$ cat src/fcpq_pkg.sv
// ----------------------------------------------------------------------------
// fcpq_pkg
// Shared types and codes for the client play queue.
// ----------------------------------------------------------------------------
package fcpq_pkg;

    localparam int CLIENT_SLOTS = 4;
    localparam int SLOT_W       = (CLIENT_SLOTS > 1) ? $clog2(CLIENT_SLOTS) : 1;
    localparam int CNT_W        = $clog2(CLIENT_SLOTS + 1);
    localparam int MAX_RESULTS  = 5;
    localparam int RES_CNT_W    = $clog2(MAX_RESULTS + 1);

    typedef logic [SLOT_W-1:0] slot_t;
    typedef logic [CNT_W-1:0]  cnt_t;
    typedef logic [15:0]       conn_t;
    typedef logic [2:0]        mode_t;
    typedef logic [2:0]        kind_t;
    typedef logic [2:0]        track_t;
    typedef logic [1:0]        ahead_t;

    localparam mode_t MODE_CONNECT    = 3'd0;
    localparam mode_t MODE_DISCONNECT = 3'd1;
    localparam mode_t MODE_WRITE      = 3'd2;
    localparam mode_t MODE_READ       = 3'd3;
    localparam mode_t MODE_SUBSCRIBE  = 3'd4;
    localparam mode_t MODE_FINISHED   = 3'd5;
    localparam mode_t MODE_BUSY       = 3'd6;

    localparam kind_t KIND_ACCEPT = 3'd0;
    localparam kind_t KIND_REFUSE = 3'd1;
    localparam kind_t KIND_REPLY  = 3'd2;
    localparam kind_t KIND_NOTE   = 3'd3;
    localparam kind_t KIND_PLAY   = 3'd4;
    localparam kind_t KIND_STOP   = 3'd5;

    localparam logic [7:0] CH_L = 8'h4C;
    localparam logic [7:0] CH_0 = 8'h30;
    localparam logic [7:0] CH_6 = 8'h36;

    typedef struct packed {
        mode_t      mode;
        conn_t      conn_id;
        logic [7:0] cmd_byte;
        logic       notify_on;
    } req_t;

    typedef struct packed {
        kind_t  kind;
        conn_t  target_conn;
        logic   mine;
        ahead_t ahead;
        track_t track;
        logic   last;
    } res_t;

    typedef struct packed {
        logic   connect;
        logic   disconnect;
        logic   leave;
        logic   join_q;
        logic   set_track;
        logic   start;
        logic   stop;
        logic   set_sub;
        logic   sub_val;
        logic   set_busy;
        logic   clr_busy;
        slot_t  slot;
        slot_t  start_slot;
        track_t track;
        conn_t  conn;
        slot_t  join_rank;
    } tbl_cmd_t;

    typedef struct packed {
        logic   in_use;
        logic   waiting;
        slot_t  rank;
        track_t track;
        conn_t  conn;
    } slot_view_t;

    typedef struct packed {
        logic                    playing_valid;
        slot_t                   playing_slot;
        logic                    busy;
        logic [CLIENT_SLOTS-1:0] in_use;
        logic [CLIENT_SLOTS-1:0] subscribed;
    } tbl_stat_t;

endpackage

$ cat src/fcpq_req_if.sv
// ----------------------------------------------------------------------------
// fcpq_req_if
// Request channel: valid/ready handshake with the event fields.
// ----------------------------------------------------------------------------
interface fcpq_req_if import fcpq_pkg::*; ();

    logic       valid;
    logic       ready;
    mode_t      mode;
    conn_t      conn_id;
    logic [7:0] cmd_byte;
    logic       notify_on;

    modport source (output valid, output mode, output conn_id, output cmd_byte,
                    output notify_on, input ready);
    modport sink   (input valid, input mode, input conn_id, input cmd_byte,
                    input notify_on, output ready);

endinterface

$ cat src/fcpq_res_if.sv
// ----------------------------------------------------------------------------
// fcpq_res_if
// Result channel: valid/ready handshake with the result fields.
// ----------------------------------------------------------------------------
interface fcpq_res_if import fcpq_pkg::*; ();

    logic   valid;
    logic   ready;
    kind_t  kind;
    conn_t  target_conn;
    logic   mine;
    ahead_t ahead;
    track_t track;
    logic   last;

    modport source (output valid, output kind, output target_conn, output mine,
                    output ahead, output track, output last, input ready);
    modport sink   (input valid, input kind, input target_conn, input mine,
                    input ahead, input track, input last, output ready);

endinterface

$ cat src/fcpq_slot_table.sv
// ----------------------------------------------------------------------------
// fcpq_slot_table
// Client slot state and player state; applies one update command per cycle.
// ----------------------------------------------------------------------------
module fcpq_slot_table import fcpq_pkg::*; (
    input  logic       clk,
    input  logic       rst_n,
    input  tbl_cmd_t   cmd,
    input  slot_t      rd_idx,
    output slot_view_t view,
    output tbl_stat_t  stat
);

    logic [CLIENT_SLOTS-1:0] in_use_reg, in_use_next;
    logic [CLIENT_SLOTS-1:0] sub_reg, sub_next;
    logic [CLIENT_SLOTS-1:0] wait_reg, wait_next;
    slot_t                   rank_reg  [CLIENT_SLOTS];
    slot_t                   rank_next [CLIENT_SLOTS];
    track_t                  track_reg [CLIENT_SLOTS];
    track_t                  track_next[CLIENT_SLOTS];
    conn_t                   conn_reg  [CLIENT_SLOTS];
    logic                    pv_reg, pv_next;
    slot_t                   ps_reg, ps_next;
    logic                    busy_reg, busy_next;

    always_comb
    begin
        in_use_next = in_use_reg;
        sub_next    = sub_reg;
        wait_next   = wait_reg;
        rank_next   = rank_reg;
        track_next  = track_reg;
        pv_next     = pv_reg;
        ps_next     = ps_reg;
        busy_next   = busy_reg;

        if (cmd.connect)
        begin
            in_use_next[cmd.slot] = 1'b1;
            sub_next[cmd.slot]    = 1'b0;
            wait_next[cmd.slot]   = 1'b0;
            rank_next[cmd.slot]   = '0;
            track_next[cmd.slot]  = '0;
        end
        if (cmd.leave && wait_reg[cmd.slot])
        begin
            for (int t = 0; t < CLIENT_SLOTS; t++)
            begin
                if (slot_t'(t) != cmd.slot && wait_reg[t] && rank_reg[t] > rank_reg[cmd.slot])
                begin
                    rank_next[t] = rank_reg[t] - slot_t'(1);
                end
            end
            wait_next[cmd.slot] = 1'b0;
            rank_next[cmd.slot] = '0;
        end
        if (cmd.disconnect)
        begin
            in_use_next[cmd.slot] = 1'b0;
            sub_next[cmd.slot]    = 1'b0;
        end
        if (cmd.set_track)
        begin
            track_next[cmd.slot] = cmd.track;
        end
        if (cmd.join_q && !wait_reg[cmd.slot])
        begin
            wait_next[cmd.slot] = 1'b1;
            rank_next[cmd.slot] = cmd.join_rank;
        end
        if (cmd.set_sub)
        begin
            sub_next[cmd.slot] = cmd.sub_val;
        end
        if (cmd.stop)
        begin
            pv_next = 1'b0;
            ps_next = '0;
        end
        if (cmd.start)
        begin
            pv_next = 1'b1;
            ps_next = cmd.start_slot;
        end
        if (cmd.set_busy)
        begin
            busy_next = 1'b1;
        end
        if (cmd.clr_busy)
        begin
            busy_next = 1'b0;
        end
    end

    always_ff @(posedge clk or negedge rst_n)
    begin
        if (!rst_n)
        begin
            in_use_reg <= '0;
            sub_reg    <= '0;
            wait_reg   <= '0;
            for (int t = 0; t < CLIENT_SLOTS; t++)
            begin
                rank_reg[t]  <= '0;
                track_reg[t] <= '0;
            end
            pv_reg     <= 1'b0;
            ps_reg     <= '0;
            busy_reg   <= 1'b0;
        end
        else
        begin
            in_use_reg <= in_use_next;
            sub_reg    <= sub_next;
            wait_reg   <= wait_next;
            rank_reg   <= rank_next;
            track_reg  <= track_next;
            pv_reg     <= pv_next;
            ps_reg     <= ps_next;
            busy_reg   <= busy_next;
        end
    end

    // handle store: written on connect only
    always_ff @(posedge clk)
    begin
        if (cmd.connect)
        begin
            conn_reg[cmd.slot] <= cmd.conn;
        end
    end

    always_comb
    begin
        view.in_use     = in_use_reg[rd_idx];
        view.waiting    = wait_reg[rd_idx];
        view.rank       = rank_reg[rd_idx];
        view.track      = track_reg[rd_idx];
        view.conn       = conn_reg[rd_idx];

        stat.playing_valid = pv_reg;
        stat.playing_slot  = ps_reg;
        stat.busy          = busy_reg;
        stat.in_use        = in_use_reg;
        stat.subscribed    = sub_reg;
    end

endmodule

$ cat src/fcpq_seq.sv
// ----------------------------------------------------------------------------
// fcpq_seq
// Sequencer: slot scan, update decision, leading result, notification scan.
// ----------------------------------------------------------------------------
module fcpq_seq import fcpq_pkg::*; (
    input  logic       clk,
    input  logic       rst_n,
    input  logic       req_valid,
    input  req_t       req_data,
    output logic       req_ready,
    input  logic       res_free,
    output logic       emit,
    output res_t       res_data,
    output tbl_cmd_t   cmd,
    output slot_t      rd_idx,
    input  slot_view_t view,
    input  tbl_stat_t  stat
);

    localparam logic [2:0] ST_IDLE  = 3'd0;
    localparam logic [2:0] ST_SCAN  = 3'd1;
    localparam logic [2:0] ST_EXEC  = 3'd2;
    localparam logic [2:0] ST_FIRST = 3'd3;
    localparam logic [2:0] ST_NOTE  = 3'd4;

    localparam int WIDE_W = SLOT_W + 2;
    typedef logic [WIDE_W-1:0] wide_t;

    logic [2:0]             state_reg, state_next;
    slot_t                  idx_reg, idx_next;
    req_t                   req_reg, req_next;
    logic                   found_v_reg, found_v_next;
    slot_t                  found_s_reg, found_s_next;
    logic                   free_v_reg, free_v_next;
    slot_t                  free_s_reg, free_s_next;
    logic                   head0_v_reg, head0_v_next;
    slot_t                  head0_s_reg, head0_s_next;
    logic                   head1_v_reg, head1_v_next;
    slot_t                  head1_s_reg, head1_s_next;
    cnt_t                   wait_cnt_reg, wait_cnt_next;
    kind_t                  first_kind_reg, first_kind_next;
    slot_t                  first_slot_reg, first_slot_next;
    logic                   has_first_reg, has_first_next;
    logic                   do_notes_reg, do_notes_next;
    logic [RES_CNT_W-1:0]   cnt_reg, cnt_next;

    logic [CLIENT_SLOTS-1:0] nmask;
    logic [CLIENT_SLOTS-1:0] above;
    logic                    played_found;
    logic                    start_ok;
    logic                    cap_hit;
    logic                    last_l;
    logic [2:0]              st_l;

    // {mine, ahead} of a slot as seen by that client
    function automatic logic [2:0] slot_state(slot_view_t v, tbl_stat_t st, slot_t s,
                                              logic known);
        logic   mine_l;
        wide_t  wide;
        ahead_t ah;
        mine_l = known && st.playing_valid && (st.playing_slot == s);
        wide   = {2'b00, v.rank};
        ah     = (wide > wide_t'(3)) ? 2'd3 : wide[1:0];
        if (mine_l || !known || !v.in_use || !v.waiting)
        begin
            ah = '0;
        end
        return {mine_l, ah};
    endfunction

    assign nmask        = stat.in_use & stat.subscribed;
    assign played_found = stat.playing_valid && (stat.playing_slot == found_s_reg);
    assign start_ok     = !stat.playing_valid && !stat.busy &&
                          ((view.waiting && view.rank == '0) ||
                           (!view.waiting && wait_cnt_reg == '0));
    assign cap_hit      = (cnt_reg == RES_CNT_W'(MAX_RESULTS - 1));
    assign req_ready    = (state_reg == ST_IDLE);

    always_comb
    begin
        for (int t = 0; t < CLIENT_SLOTS; t++)
        begin
            above[t] = nmask[t] && (slot_t'(t) > idx_reg);
        end
    end

    always_comb
    begin
        state_next      = state_reg;
        idx_next        = idx_reg;
        req_next        = req_reg;
        found_v_next    = found_v_reg;
        found_s_next    = found_s_reg;
        free_v_next     = free_v_reg;
        free_s_next     = free_s_reg;
        head0_v_next    = head0_v_reg;
        head0_s_next    = head0_s_reg;
        head1_v_next    = head1_v_reg;
        head1_s_next    = head1_s_reg;
        wait_cnt_next   = wait_cnt_reg;
        first_kind_next = first_kind_reg;
        first_slot_next = first_slot_reg;
        has_first_next  = has_first_reg;
        do_notes_next   = do_notes_reg;
        cnt_next        = cnt_reg;
        cmd             = '0;
        emit            = 1'b0;
        res_data        = '0;
        rd_idx          = idx_reg;
        last_l          = 1'b0;
        st_l            = '0;

        unique case (state_reg)
            ST_IDLE:
            begin
                if (req_valid)
                begin
                    req_next      = req_data;
                    idx_next      = '0;
                    found_v_next  = 1'b0;
                    free_v_next   = 1'b0;
                    head0_v_next  = 1'b0;
                    head1_v_next  = 1'b0;
                    wait_cnt_next = '0;
                    cnt_next      = '0;
                    state_next    = ST_SCAN;
                end
            end

            ST_SCAN:
            begin
                if (view.in_use && view.conn == req_reg.conn_id && !found_v_reg)
                begin
                    found_v_next = 1'b1;
                    found_s_next = idx_reg;
                end
                if (!view.in_use && !free_v_reg)
                begin
                    free_v_next = 1'b1;
                    free_s_next = idx_reg;
                end
                if (view.in_use && view.waiting && view.rank == slot_t'(0) && !head0_v_reg)
                begin
                    head0_v_next = 1'b1;
                    head0_s_next = idx_reg;
                end
                if (view.in_use && view.waiting && view.rank == slot_t'(1) && !head1_v_reg)
                begin
                    head1_v_next = 1'b1;
                    head1_s_next = idx_reg;
                end
                if (view.in_use && view.waiting)
                begin
                    wait_cnt_next = wait_cnt_reg + cnt_t'(1);
                end
                if (idx_reg == slot_t'(CLIENT_SLOTS - 1))
                begin
                    state_next = ST_EXEC;
                end
                else
                begin
                    idx_next = idx_reg + slot_t'(1);
                end
            end

            ST_EXEC:
            begin
                rd_idx          = found_s_reg;
                has_first_next  = 1'b0;
                do_notes_next   = 1'b0;
                first_kind_next = KIND_ACCEPT;
                first_slot_next = found_s_reg;
                cmd.conn        = req_reg.conn_id;
                cmd.slot        = found_s_reg;
                unique case (req_reg.mode)
                    MODE_CONNECT:
                    begin
                        has_first_next = 1'b1;
                        if (free_v_reg)
                        begin
                            cmd.connect = 1'b1;
                            cmd.slot    = free_s_reg;
                        end
                        else
                        begin
                            first_kind_next = KIND_REFUSE;
                        end
                    end
                    MODE_DISCONNECT:
                    begin
                        if (found_v_reg)
                        begin
                            cmd.leave      = 1'b1;
                            cmd.disconnect = 1'b1;
                            do_notes_next  = 1'b1;
                            if (played_found)
                            begin
                                cmd.stop        = 1'b1;
                                has_first_next  = 1'b1;
                                first_kind_next = KIND_STOP;
                            end
                        end
                    end
                    MODE_WRITE:
                    begin
                        do_notes_next = 1'b1;
                        if (found_v_reg && !played_found)
                        begin
                            if (req_reg.cmd_byte == CH_L)
                            begin
                                cmd.leave = 1'b1;
                            end
                            else if (req_reg.cmd_byte >= CH_0 && req_reg.cmd_byte <= CH_6)
                            begin
                                cmd.set_track = 1'b1;
                                cmd.track     = track_t'(req_reg.cmd_byte - CH_0);
                                cmd.join_q    = 1'b1;
                                cmd.join_rank = wait_cnt_reg[SLOT_W-1:0];
                                if (start_ok)
                                begin
                                    cmd.start       = 1'b1;
                                    cmd.start_slot  = found_s_reg;
                                    has_first_next  = 1'b1;
                                    first_kind_next = KIND_PLAY;
                                end
                            end
                        end
                    end
                    MODE_READ:
                    begin
                        has_first_next  = 1'b1;
                        first_kind_next = KIND_REPLY;
                    end
                    MODE_SUBSCRIBE:
                    begin
                        if (found_v_reg)
                        begin
                            cmd.set_sub = 1'b1;
                            cmd.sub_val = req_reg.notify_on;
                            if (req_reg.notify_on)
                            begin
                                has_first_next  = 1'b1;
                                first_kind_next = KIND_NOTE;
                            end
                        end
                    end
                    MODE_FINISHED:
                    begin
                        cmd.clr_busy  = 1'b1;
                        cmd.stop      = 1'b1;
                        do_notes_next = 1'b1;
                        if (stat.playing_valid)
                        begin
                            cmd.leave = 1'b1;
                            cmd.slot  = stat.playing_slot;
                            if (head1_v_reg)
                            begin
                                cmd.start       = 1'b1;
                                cmd.start_slot  = head1_s_reg;
                                has_first_next  = 1'b1;
                                first_kind_next = KIND_PLAY;
                                first_slot_next = head1_s_reg;
                            end
                        end
                        else if (head0_v_reg)
                        begin
                            cmd.start       = 1'b1;
                            cmd.start_slot  = head0_s_reg;
                            has_first_next  = 1'b1;
                            first_kind_next = KIND_PLAY;
                            first_slot_next = head0_s_reg;
                        end
                    end
                    MODE_BUSY:
                    begin
                        cmd.set_busy = 1'b1;
                    end
                    default:
                    begin
                    end
                endcase
                idx_next   = '0;
                state_next = ST_FIRST;
            end

            ST_FIRST:
            begin
                rd_idx = first_slot_reg;
                if (!has_first_reg)
                begin
                    if (do_notes_reg && nmask != '0)
                    begin
                        state_next = ST_NOTE;
                    end
                    else
                    begin
                        state_next = ST_IDLE;
                    end
                end
                else if (res_free)
                begin
                    last_l               = !do_notes_reg || nmask == '0 || cap_hit;
                    st_l                 = slot_state(view, stat, first_slot_reg, found_v_reg);
                    emit                 = 1'b1;
                    res_data.kind        = first_kind_reg;
                    res_data.target_conn = req_reg.conn_id;
                    res_data.last        = last_l;
                    if (first_kind_reg == KIND_PLAY)
                    begin
                        res_data.target_conn = view.conn;
                        res_data.mine        = 1'b1;
                        res_data.track       = view.track;
                    end
                    else if (first_kind_reg == KIND_REPLY || first_kind_reg == KIND_NOTE)
                    begin
                        res_data.mine  = st_l[2];
                        res_data.ahead = st_l[1:0];
                    end
                    cnt_next   = cnt_reg + RES_CNT_W'(1);
                    state_next = last_l ? ST_IDLE : ST_NOTE;
                end
            end

            ST_NOTE:
            begin
                if (nmask[idx_reg])
                begin
                    if (res_free)
                    begin
                        last_l               = (above == '0) || cap_hit;
                        st_l                 = slot_state(view, stat, idx_reg, 1'b1);
                        emit                 = 1'b1;
                        res_data.kind        = KIND_NOTE;
                        res_data.target_conn = view.conn;
                        res_data.mine        = st_l[2];
                        res_data.ahead       = st_l[1:0];
                        res_data.last        = last_l;
                        cnt_next             = cnt_reg + RES_CNT_W'(1);
                        if (last_l || idx_reg == slot_t'(CLIENT_SLOTS - 1))
                        begin
                            state_next = ST_IDLE;
                        end
                        else
                        begin
                            idx_next = idx_reg + slot_t'(1);
                        end
                    end
                end
                else if (idx_reg == slot_t'(CLIENT_SLOTS - 1))
                begin
                    state_next = ST_IDLE;
                end
                else
                begin
                    idx_next = idx_reg + slot_t'(1);
                end
            end

            default:
            begin
                state_next = ST_IDLE;
            end
        endcase
    end

    always_ff @(posedge clk or negedge rst_n)
    begin
        if (!rst_n)
        begin
            state_reg     <= ST_IDLE;
            idx_reg       <= '0;
            found_v_reg   <= 1'b0;
            free_v_reg    <= 1'b0;
            head0_v_reg   <= 1'b0;
            head1_v_reg   <= 1'b0;
            wait_cnt_reg  <= '0;
            has_first_reg <= 1'b0;
            do_notes_reg  <= 1'b0;
            cnt_reg       <= '0;
        end
        else
        begin
            state_reg     <= state_next;
            idx_reg       <= idx_next;
            found_v_reg   <= found_v_next;
            free_v_reg    <= free_v_next;
            head0_v_reg   <= head0_v_next;
            head1_v_reg   <= head1_v_next;
            wait_cnt_reg  <= wait_cnt_next;
            has_first_reg <= has_first_next;
            do_notes_reg  <= do_notes_next;
            cnt_reg       <= cnt_next;
        end
    end

    always_ff @(posedge clk)
    begin
        req_reg        <= req_next;
        found_s_reg    <= found_s_next;
        free_s_reg     <= free_s_next;
        head0_s_reg    <= head0_s_next;
        head1_s_reg    <= head1_s_next;
        first_kind_reg <= first_kind_next;
        first_slot_reg <= first_slot_next;
    end

endmodule

$ cat src/fifo_client_play_queue_unit.sv
// ----------------------------------------------------------------------------
// fifo_client_play_queue_unit
// Four client slots sharing one player through a FIFO play queue.
//
//   channel  dir  handshake      payload
//   req      in   valid/ready    mode, conn_id, cmd_byte, notify_on
//   res      out  valid/ready    kind, target_conn, mine, ahead, track, last
//
// A request is taken in ST_IDLE, then come the slot scan over all
// CLIENT_SLOTS slots, the update step, the leading result and a
// notification scan over up to CLIENT_SLOTS slots.
// The slot scan and notification scan share one slot read port.
// req is not ready while a request is in hand; a stalled res holds the scan.
// The result register lets the next request in while the last result waits.
// Reset clears all queue state; handles are only read for slots in use.
// ----------------------------------------------------------------------------
module fifo_client_play_queue_unit import fcpq_pkg::*; (
    input  logic  clk,
    input  logic  rst_n,
    fcpq_req_if.sink   req,
    fcpq_res_if.source res
);

    req_t       req_data;
    logic       req_ready;
    logic       emit;
    res_t       res_next;
    res_t       res_reg;
    logic       res_valid_reg, res_valid_next;
    logic       res_free;
    tbl_cmd_t   cmd;
    slot_t      rd_idx;
    slot_view_t view;
    tbl_stat_t  stat;

    assign req_data.mode      = req.mode;
    assign req_data.conn_id   = req.conn_id;
    assign req_data.cmd_byte  = req.cmd_byte;
    assign req_data.notify_on = req.notify_on;
    assign req.ready          = req_ready;

    assign res_free = !res_valid_reg || res.ready;

    fcpq_seq u_seq (
        .clk       (clk),
        .rst_n     (rst_n),
        .req_valid (req.valid),
        .req_data  (req_data),
        .req_ready (req_ready),
        .res_free  (res_free),
        .emit      (emit),
        .res_data  (res_next),
        .cmd       (cmd),
        .rd_idx    (rd_idx),
        .view      (view),
        .stat      (stat)
    );

    fcpq_slot_table u_table (
        .clk    (clk),
        .rst_n  (rst_n),
        .cmd    (cmd),
        .rd_idx (rd_idx),
        .view   (view),
        .stat   (stat)
    );

    always_comb
    begin
        if (emit)
        begin
            res_valid_next = 1'b1;
        end
        else if (res.ready)
        begin
            res_valid_next = 1'b0;
        end
        else
        begin
            res_valid_next = res_valid_reg;
        end
    end

    always_ff @(posedge clk or negedge rst_n)
    begin
        if (!rst_n)
        begin
            res_valid_reg <= 1'b0;
        end
        else
        begin
            res_valid_reg <= res_valid_next;
        end
    end

    always_ff @(posedge clk)
    begin
        if (emit)
        begin
            res_reg <= res_next;
        end
    end

    assign res.valid       = res_valid_reg;
    assign res.kind        = res_reg.kind;
    assign res.target_conn = res_reg.target_conn;
    assign res.mine        = res_reg.mine;
    assign res.ahead       = res_reg.ahead;
    assign res.track       = res_reg.track;
    assign res.last        = res_reg.last;

endmodule

$ cat src/flat_wrapper.sv
// flat-port wrapper written by rule: the top's interface ports become plain ports
module fifo_client_play_queue_unit_flat import fcpq_pkg::*;
  (clk, rst_n, req_valid, req_mode, req_conn_id, req_cmd_byte, req_notify_on, req_ready, res_valid, res_kind, res_target_conn, res_mine, res_ahead, res_track, res_last, res_ready);
  fcpq_req_if req_i ();
  fcpq_res_if res_i ();
  input  logic clk;
  input  logic rst_n;
  input wire logic [$bits(req_i.valid)-1:0] req_valid;
  input wire logic [$bits(req_i.mode)-1:0] req_mode;
  input wire logic [$bits(req_i.conn_id)-1:0] req_conn_id;
  input wire logic [$bits(req_i.cmd_byte)-1:0] req_cmd_byte;
  input wire logic [$bits(req_i.notify_on)-1:0] req_notify_on;
  output wire logic [$bits(req_i.ready)-1:0] req_ready;
  output wire logic [$bits(res_i.valid)-1:0] res_valid;
  output wire logic [$bits(res_i.kind)-1:0] res_kind;
  output wire logic [$bits(res_i.target_conn)-1:0] res_target_conn;
  output wire logic [$bits(res_i.mine)-1:0] res_mine;
  output wire logic [$bits(res_i.ahead)-1:0] res_ahead;
  output wire logic [$bits(res_i.track)-1:0] res_track;
  output wire logic [$bits(res_i.last)-1:0] res_last;
  input wire logic [$bits(res_i.ready)-1:0] res_ready;
  assign req_i.valid = req_valid;
  assign req_i.mode = req_mode;
  assign req_i.conn_id = req_conn_id;
  assign req_i.cmd_byte = req_cmd_byte;
  assign req_i.notify_on = req_notify_on;
  assign req_ready = req_i.ready;
  assign res_valid = res_i.valid;
  assign res_kind = res_i.kind;
  assign res_target_conn = res_i.target_conn;
  assign res_mine = res_i.mine;
  assign res_ahead = res_i.ahead;
  assign res_track = res_i.track;
  assign res_last = res_i.last;
  assign res_i.ready = res_ready;
  fifo_client_play_queue_unit u_core (.clk(clk), .rst_n(rst_n), .req(req_i), .res(res_i));
endmodule
$ cat config.mk
export PLATFORM = sky130hd
export DESIGN_NAME = fifo_client_play_queue_unit_flat
export DESIGN_NICKNAME = d
export VERILOG_FILES = /design/src/fcpq_pkg.sv /design/src/fcpq_req_if.sv /design/src/fcpq_res_if.sv /design/src/fcpq_slot_table.sv /design/src/fcpq_seq.sv /design/src/fifo_client_play_queue_unit.sv /design/src/flat_wrapper.sv
export SDC_FILE = /design/constraint.sdc
export NUM_CORES = 1
export LEC_CHECK = 0
export BUFFER_PORTS_ARGS = -buffer_cell sky130_fd_sc_hd__buf_2
export CORE_MARGIN = 10
export CORE_UTILIZATION = 53
export DETAILED_ROUTE_END_ITERATION = 16
export PLACE_DENSITY_LB_ADDON = 0.12
export SYNTH_ARGS = -nofsm -noshare
export SYNTH_HDL_FRONTEND = slang
export SYNTH_SLANG_ARGS = --single-unit
$ cat constraint.sdc
create_clock -name clk -period 9.1 [get_ports clk]
set_clock_uncertainty 0.1 [all_clocks]
set_input_delay 0.455 -clock clk [delete_from_list [all_inputs] [get_ports clk]]
set_output_delay 0.455 -clock clk [all_outputs]
set_load 0.01 [all_outputs]
==> results of run 1 <==
==> cell usage after synthesis, types with 11 or more instances <==
cell type  instances  area (um2)
o21ai_0           32       160.2
ha_1              16       200.2
nor3_1            15       75.07
nand3b_1          14       105.1
a22o_1            24       210.2
nor2b_1           11       68.82
edfxtp_1         131        3934
inv_1             31       116.4
nand2_1           76       285.3
nor2_1            64       240.2
clkbuf_1          19       71.32
a21oi_1           34       170.2
mux2i_1           36       360.4
nand4_1           11       68.82
mux4_2            13       292.8
and2_1            16       100.1
dfrtp_1           54        1351
xnor2_1           17       148.9
nand3_1           21       105.1
nand2b_1          16       100.1
==> power breakdown <==
part | switching, mW | total, mW | internal, mW
Combinational | 0.464 | 0.766 | 0.303
Clock | 0.366 | 0.737 | 0.371
Sequential | 0.105 | 1.11 | 1.00
Total | 0.935 | 2.61 | 1.68
==> cell type report <==
cell class / count / area [um2]
fill: 1430 / 6845
clock inverter: 15 / 172.7
tap: 225 / 281.5
clock buffer: 17 / 425.4
inverter: 31 / 116.4
sequential: 185 / 5285
timing repair buffer: 70 / 377.9
multi-input combinational: 559 / 3973
==> cells by family after synthesis <==
family | Yosys count | synth area share
AND/OR/NAND/NOR | 274 | 0.1486
flip-flops | 185 | 0.5550
multiplexers | 59 | 0.08343
AO/OA/AOI/OAI | 188 | 0.1430
buffers and inverters | 65 | 0.02877
adder cells (fa/ha/maj) | 16 | 0.02102
XOR/XNOR | 22 | 0.02023
==> per-layer routing <==
layer / global-route usage / vias to the layer above / part of all wire
li1: - / 3186 / -
met1: 0.2854 / 3411 / 0.46
met2: 0.3170 / 278 / 0.46
met3: 0.03068 / 35 / 0.062
met4: 0.06388 / 0 / 0.016
met5: 0 / - / 0
==> layout by cell type (no fill, tap or decap), types with 6 or more instances in the layout <==
cell type  Yosys  final
edfxtp_1     131    131
nand2_1       76     76
nor2_1        64     64
buf_2          9     59
dfrtp_1       54     54
mux2i_1       36     36
a21oi_1       34     34
o21ai_0       32     32
inv_1         31     31
a22o_1        24     24
nand3_1       21     21
xnor2_1       17     17
clkbuf_16      0     17
nand2b_1      16     16
and2_1        16     16
ha_1          16     16
nor3_1        15     15
nand3b_1      14     14
mux4_2        13     13
nand4_1       11     11
nor2b_1       11     11
buf_4          1     11
a32o_1         9      9
a31oi_1        9      9
a22oi_1        8      8
a211oi_1       8      8
a21o_1         7      7
o211ai_1       6      6
mux2_2         6      6
==> how the worst max path moves through the flow <==
stage	endpoint	start
after global placement	u_core.u_seq.found_s_reg[0]$_DFFE_PP_	u_core.u_seq.state_reg[1]$_DFFE_PN0P_
after global routing	u_core.u_table.rank_reg[1]$_DFF_PN0_	u_core.u_seq.state_reg[1]$_DFFE_PN0P_
after CTS	u_core.u_seq.found_s_reg[1]$_DFFE_PP_	u_core.u_seq.state_reg[1]$_DFFE_PN0P_
final	u_core.u_table.rank_reg[5]$_DFF_PN0_	u_core.u_seq.state_reg[1]$_DFFE_PN0P_
after detailed placement	u_core.u_seq.found_s_reg[0]$_DFFE_PP_	u_core.u_seq.state_reg[1]$_DFFE_PN0P_
after floorplan	u_core.u_table.rank_reg[1]$_DFF_PN0_	u_core.u_seq.req_reg[27]$_DFFE_PP_
==> per-stage QoR <==
step	utilization	hold slack, ns	setup WS (ns)	area, um2
finish	0.6083	0.03901	4.585	10630
global route	0.6083	0.06477	4.059	10630
CTS	0.6083	0.06804	4.606	10630
detailed placement	0.5741	0.3834	4.634	10030
global placement	0.5741	0.3856	4.816	10030
floorplan	-	0.05941	5.898	9523
==> worst reg2reg max path, cell delays in order, from the launching register on <==
cell	delay (ns)
dfrtp_1	0.70
nor2b_1	0.52
buf_4	0.28
nand2b_1	0.07
buf_4	0.22
inv_1	0.81
a21oi_1	0.37
ha_1	0.30
inv_1	0.05
a21oi_1	0.06
a211oi_1	0.39
nand4_1	0.19
and3b_1	0.24
nor3_1	0.14
==> qor.csv, run 1 <==
metric,value,unit
synth-async-reset-ratio,0.2919,
die_area,23730,um2
drt-total-wl,24290,um
drive_gt1_frac,0.1596,
cts_tree,built,
synth_cell_type_count,81,
hold_violations,0,
cts_buffers,17,
power,2.613,mW
synth_area_per_cell,11.77,um2
coreArea,17480,um2
slew_headroom,0.1748,
clk_pin_slew,0.07,ns
synth_warnings,0,
ir_worst_vdd,0.2053,mV
grt_usage,0.2034,
insertedDiodeCount,0,
grt_setup_unrepaired,false,
powerDensity,245.8,nW/um2
drc,0,
drtIter0Drc,710,
layout.cells.non_filler,1102,
vias,6910,
rr_startpoint,u_core.u_seq.state_reg[1]$_DFFE_PN0P_,
pin_count,60,
critical_path_arrival,4.77,ns
synth_edf_count,131,
rows,48,
seq_area_frac_synth,0.5550,
critPathSlowestCell,inv_1,
netlist_area,9523,um2
largest_reg_flops,64,
dp_hpwl,16910,um
gp_congestion,0.9439,
root_buffer,clkbuf_16,
numPlacedInstances,1070,
grt_max_degree,55,
htree_levels,4,
max_stage_delay,0.81,ns
critical_path_class,reg2reg,
worstSetupStartpointType,register,
period_share,0.4962,
setup_viol,0,
avgViaCountPerCell,6.270,
syn2layout_area_growth,11.64,%
rr_worst_depth,13,
worst-path-stages,13,
cts_resized,0,
first_pass_iters,7,
cp_max_fo,28,
antenna_found_initial,0,
worst_skew_pair.late_latency,0.44,ns
reg2reg_setup_slack,4.58,ns
max_freq,221.5,MHz
io_buffers,59,
setup_tns,0,ns
maxSlewViolCount,0,
die_x,154.0,um
drtAntennaViolNets,0,
clock_sinks,185,
crit_buf_inv,4,
path_cells,"nor2b_1, buf_4, nand2b_1, buf_4, inv_1, a21oi_1, ha_1, inv_1, a21oi_1, a211oi_1, nand4_1, and3b_1, nor3_1",
tightestPinTransition,1.236,ns
cts_buffer_depth,2,
cts-hold-fix-buffers,0,
timing.rr.end,u_core.u_table.rank_reg[5]$_DFF_PN0_,
start_util,0.5449,
p_leak,4.027,nW
wl_per_cell,22.04,um
cp.required,9.36,ns
synth_ff_type,edfxtp_1,
fp.dieH,154.0,um
synth.ff_latch_count,185,
grt-ovfl-total,0,
grt_pass1_vias,6893,
syn_inst,809,
hold_path.class,in2async,
nets,912,
critPathTopFamily,buffers and inverters,
cap_viol_max_count,0,
status,completed,
period_needed,4.515,ns
cts_setup_buffers,0,
end_kind,register,
grt_pass1_wl,38540,um
syn_nets,857,
(Power assumes the default switching activity.)
==> run 2: changes to the inputs <==
==> constraint.sdc (replaced) <==
create_clock -name clk -period 3.82 [get_ports clk]
set_clock_uncertainty 0.1 [all_clocks]
set_input_delay 0.191 -clock clk [delete_from_list [all_inputs] [get_ports clk]]
set_output_delay 0.191 -clock clk [all_outputs]
set_load 0.01 [all_outputs]
==> run 2 against run 1 <==
Count of clock-buffer cells in the layout unchanged. Sequential power up 130%. Routed wire length up 6.6%. Die area unchanged. Core utilization up 2.9 points. Via count up 4.9%. Global-route usage up 1.2 points. Critical path type unchanged. Largest power group unchanged.
==> qor.csv, run 2 (synthesis gave the netlist of run 1 again) <==
metric,value,unit
status,completed,
crit_path_frequent_cell,a21oi_1,
power,6.372,mW
worst_skew_pair.late_latency,0.44,ns
drt-total-wl,25900,um
clk_pin_slew,0.08,ns
max_freq,278.2,MHz
drtAntennaViolNets,0,
fillers,1426,
ir_worst_vdd,0.3726,mV
clock_sinks,185,
gp_congestion,0.9443,
cts_tree,built,
cts_buffers,17,
route.met3.wl,1601,um
end_kind,register,
avgViaCountPerCell,6.276,
powerDensity,572.3,nW/um2
grt-ovfl-total,0,
worstSetupStartpointType,register,
dr.max_layer_used,met4,
critPathSlowestCell,or4b_4,
p_leak,4.267,nW
route.met2.wl,12400,um
fp.dieH,154.0,um
cp.required,4.04,ns
maxSlewViolCount,0,
wl_per_cell,22.42,um
tightestPinTransition,0.7980,ns
insertedDiodeCount,0,
slew_headroom,0.4607,
rows,48,
first_pass_iters,5,
largest_reg_flops,64,
final_cell_mix,"131 x edfxtp_1, 76 x nand2_1, 63 x nor2_1",
critical_path_class,reg2reg,
drive_gt1_frac,0.1828,
path_cells,"or4b_4, nand3_1, nand2_1, mux2i_1, a22oi_1, o22ai_2, ha_1, a21oi_1, a211o_1, nor2_1, xor2_1, a21oi_1, a311oi_1",
hold_path.class,in2reg,
critical_path_arrival,3.82,ns
reg2reg_setup_slack,0.22,ns
syn2layout_area_growth,16.94,%
setup_viol,0,
die_x,154.0,um
htree_levels,4,
vias,7249,
period_share,0.9411,
coreArea,17480,um2
root_buffer,clkbuf_16,
hold_violations,0,
grt_usage,0.2154,
grt_max_degree,31,
dp_hpwl,17910,um
grt_pass1_vias,7286,
die_area,23730,um2
cp_max_fo,9,
cts_setup_buffers,0,
drc,0,
grt_pass1_wl,40520,um
drtIter0Drc,711,
pin_count,60,
io_buffers,59,
cts_buffer_depth,2,
antenna_found_initial,0,
start_util,0.5449,
period_needed,3.595,ns
met1_length,11450,um
layout_commonest_cell,edfxtp_1,
nets,965,
fin_util,0.6372,
cap_viol_max_count,0,
max_stage_delay,0.63,ns
run 2: changes by cell type in the layout (fill, tap and decap cells not counted), moves of 2 or more:
cell and delta:
clkinv_8 -2, dlygate4sd3_1 +29, buf_4 +22, buf_12 +2, inv_6 +2
run 2: worst max-delay path: cells and delay by family (launching register included):
kind                       cells  cell delay (ns)
AOI/OAI and AO/OA              6             1.08
xor gates and xnor gates       1             0.16
adders and majority gates      1             0.34
DFF                            1             0.50
muxes                          1             0.18
and+or+nand+nor                4             1.11
run 2: final cells by class:
class                      instances  area, um2  area share
sequential                       185       5285      0.4746
multi-input combinational        559       4000      0.3592
timing repair buffer             123      873.3     0.07843
clock buffer                      17      425.4     0.03820
tap                              225      281.5     0.02528
clock inverter                    15      153.9     0.01382
inverter                          31      116.4     0.01045
run 2: path summary, 6_finish.rpt:
| kind | end | cells past startpoint | from |
|---|---|---|---|
| min in group asynchronous | u_core.u_seq.head1_v_reg$_DFFE_PN0P_ | 2 | rst_n |
| min | u_core.res.valid$_DFFE_PN0P_ | 3 | res_ready |
| min reg2reg | u_core.u_table.track_reg[3]$_DFF_PN0_ | 1 | u_core.u_table.track_reg[3]$_DFF_PN0_ |
| max reg2reg | u_core.u_table.rank_reg[7]$_DFF_PN0_ | 13 | u_core.u_seq.req_reg[26]$_DFFE_PP_ |
| max in group asynchronous | u_core.u_table.wait_reg[0]$_DFF_PN0_ | 3 | rst_n |
| max | u_core.u_table.rank_reg[7]$_DFF_PN0_ | 13 | u_core.u_seq.req_reg[26]$_DFFE_PP_ |
run 2: per-stage QoR:
stage	setup slack, ns	hold WS [ns]	cell area, um2	TNS, ns	cells
final	0.2249	0.06791	11140	0	1155
after global placement	0.2397	0.1716	10240	0	1094
after detailed placement	0.1176	0.1750	10240	0	1094
after CTS	0.1137	0.05823	11110	0	1155
after floorplan	0.6184	-0.2046	9523	0	809
after global routing	-0.005561	0.1397	11140	-0.005561	1155
run 2: power by group:
part / internal (mW) / switching [mW] / leakage (nW)
combinational: 0.843 / 1.23 / 2.12
clock: 0.875 / 0.866 / 0.279
sequential: 2.39 / 0.170 / 1.87
total: 4.11 / 2.26 / 4.27
run 2: timing repair:
action | 4_1_cts | 5_1_grt
hold buffers | 29 | 0
hold endpoints to repair | 54 | 0
setup endpoints to repair | 0 | 7
gates resized for setup | 0 | 6
run 2: routing by layer:
metal | track usage | up-vias
li1 | - | 3287
met1 | 0.2917 | 3645
met2 | 0.3417 | 277
met3 | 0.04156 | 40
met4 | 0.06703 | 0
met5 | 0 | -
==> run 3: changes to the inputs <==
--- a/config.mk
+++ b/config.mk
@@ -10,6 +10,7 @@
 export CORE_UTILIZATION = 53
 export DETAILED_ROUTE_END_ITERATION = 16
 export PLACE_DENSITY_LB_ADDON = 0.12
+export RECOVER_POWER = 50
 export SYNTH_ARGS = -nofsm -noshare
 export SYNTH_HDL_FRONTEND = slang
 export SYNTH_SLANG_ARGS = --single-unit
==> run 3 against run 2 <==
The run now ends with capacitance limit, slew limit left. Core utilization down 0.36 points. Routed wire length shrank 0.23%. Worst setup slack lost 0.00091 ns. Hold slack improved by 0.012 ns. Non-clock buffer count is the same. Critical path depth unchanged. Cell count unchanged. Design area fell by 0.56%. Total power is 0.52% lower.
==> qor.csv, run 3 (synthesis gave the netlist of run 1 again) <==
metric,value,unit
status,finished with violations,
failed_checks,"capacitance limit, slew limit",
dp_slack,0.1176,ns
cts_buffer_depth,2,
grt_pass1_wl,40520,um
timing.rr.end,u_core.u_table.rank_reg[7]$_DFF_PN0_,
hold_start,res_ready,
antenna_found_initial,0,
p_leak,4.154,nW
critical_path_arrival,3.82,ns
clk_pin_slew,0.08,ns
io_buffers,59,
crit_path_frequent_cell,a21oi_1,
grt_usage,0.2154,
period_share,0.9414,
drive_gt1_frac,0.1441,
cp_max_fo,9,
wl_per_cell,22.37,um
crit_buf_inv,0,
gp_congestion,0.9443,
grt_pass1_vias,7286,
end_kind,register,
hold_violations,0,
critical_path_class,reg2reg,
drt-total-wl,25840,um
ir_worst_vdd,0.3736,mV
switching_power,2.258,mW
critPathSlowestCell,or4b_4,
drtIter0Drc,721,
powerDensity,572.5,nW/um2
dp_hpwl,17910,um
min_delay_path_depth,3,
slew_headroom,-0.1139,
cp.required,4.04,ns
nets,965,
path_cells,"or4b_4, nand3_1, nand2_1, mux2i_1, a22oi_1, o22ai_2, ha_1, a21oi_1, a211o_1, nor2_1, xor2_1, a21oi_1, a311oi_1",
final_cell_mix,"131 x edfxtp_1, 76 x nand2_1, 63 x nor2_1",
cts_buffers,17,
p_int,4.081,mW
rows,48,
coreArea,17480,um2
htree_levels,4,
avgViaCountPerCell,6.242,
layout_commonest_cell,edfxtp_1,
fp.dieH,154.0,um
first_pass_iters,5,
reg2reg_setup_slack,0.22,ns
clock_sinks,185,
grt_max_degree,31,
maxSlewViolCount,57,
insertedDiodeCount,0,
cts_tree,built,
tightestPinTransition,1.671,ns
hold_end,u_core.res.valid$_DFFE_PN0P_,
die_area,23730,um2
start_util,0.5449,
drc,0,
grt-ovfl-total,0,
critPathTopFamily,simple AND/OR/NAND/NOR gates,
drtAntennaViolNets,0,
period_needed,3.596,ns
rr_startpoint,u_core.u_seq.req_reg[26]$_DFFE_PP_,
p_seq_frac,0.404,
syn2layout_area_growth,16.28,%
setup_viol,0,
worstSetupStartpointType,register,
cap_viol_max_count,2,
power,6.339,mW
largest_reg_flops,64,
vias,7210,
worst-path-stages,13,
root_buffer,clkbuf_16,
pin_count,60,
fin_ws,0.2240,ns
worst_skew_pair.late_latency,0.43,ns
combPwrFrac,0.321,
p_clk_frac,0.274,
swShare,0.3562,
max_stage_delay,0.64,ns
max_freq,278.1,MHz
die_x,154.0,um
hold_path.class,in2reg,
rr_worst_depth,13,
run 3: final cells by class:
cell class / count / area (um2)
Clock buffer: 17 / 425.4
Clock inverter: 15 / 153.9
Fill cell: 1455 / 6404
Inverter: 31 / 116.4
Multi-Input combinational cell: 559 / 4000
Sequential cell: 185 / 5285
Tap cell: 225 / 281.5
Timing Repair Buffer: 123 / 810.8
run 3: worst max path at each step:
stage                                            start                              endpoint  slack [ns]
floorplan           u_core.u_seq.req_reg[27]$_DFFE_PP_  u_core.u_table.rank_reg[1]$_DFF_PN0_        0.62
global placement    u_core.u_seq.req_reg[26]$_DFFE_PP_  u_core.u_table.rank_reg[1]$_DFF_PN0_        0.24
detailed placement  u_core.u_seq.req_reg[26]$_DFFE_PP_  u_core.u_table.rank_reg[1]$_DFF_PN0_        0.12
CTS                 u_core.u_seq.req_reg[26]$_DFFE_PP_  u_core.u_table.rank_reg[1]$_DFF_PN0_        0.11
global route        u_core.u_seq.req_reg[27]$_DFFE_PP_  u_core.u_table.rank_reg[7]$_DFF_PN0_      -0.005
finish              u_core.u_seq.req_reg[26]$_DFFE_PP_  u_core.u_table.rank_reg[7]$_DFF_PN0_        0.22
run 3: layer usage:
layer  wire [um]  vias up  GRT usage
met4         484        0    0.06703
met3        1677       39    0.04156
met2       12270      275     0.3417
met1       11410     3606     0.2917
met5           0        -          0
li1            -     3290          -
run 3: worst register-to-register path: stages, from the launching register on:
cell	delay (ns)
edfxtp_1	0.50
or4b_4	0.64
nand3_1	0.15
nand2_1	0.22
mux2i_1	0.18
a22oi_1	0.24
o22ai_2	0.17
ha_1	0.33
a21oi_1	0.06
a211o_1	0.29
nor2_1	0.12
xor2_1	0.16
a21oi_1	0.08
a311oi_1	0.24
run 3: stage by stage:
stage	std cells	utilization	setup TNS (ns)	cell area, um2	hold slack [ns]
2_1_floorplan	809	-	0	9523	-0.2046
3_3_place_gp	1094	0.5858	0	10240	0.1716
3_5_place_dp	1094	0.5858	0	10240	0.1750
4_1_cts	1155	0.6356	0	11110	0.05823
5_1_grt	1155	0.6336	-0.005043	11070	0.1397
6_report	1155	0.6336	0	11070	0.07983
run 3: power groups by stage:
stage               clock [mW]  sequential [mW]  combinational (mW)
floorplan                    0             2.56                1.43
global placement             0             2.59                1.96
detailed placement           0             2.60                2.01
CTS                       1.76             2.56                2.05
global route              1.85             2.59                2.22
finish                    1.74             2.56                2.04
run 3: timing repair:
| action | CTS | global route |
|---|---|---|
| buffers inserted | 0 | 0 |
| endpoints found under the hold margin | 54 | 0 |
| gates resized for setup | 0 | 6 |
| endpoints found under the setup margin | 0 | 7 |
| hold buffers | 29 | 0 |
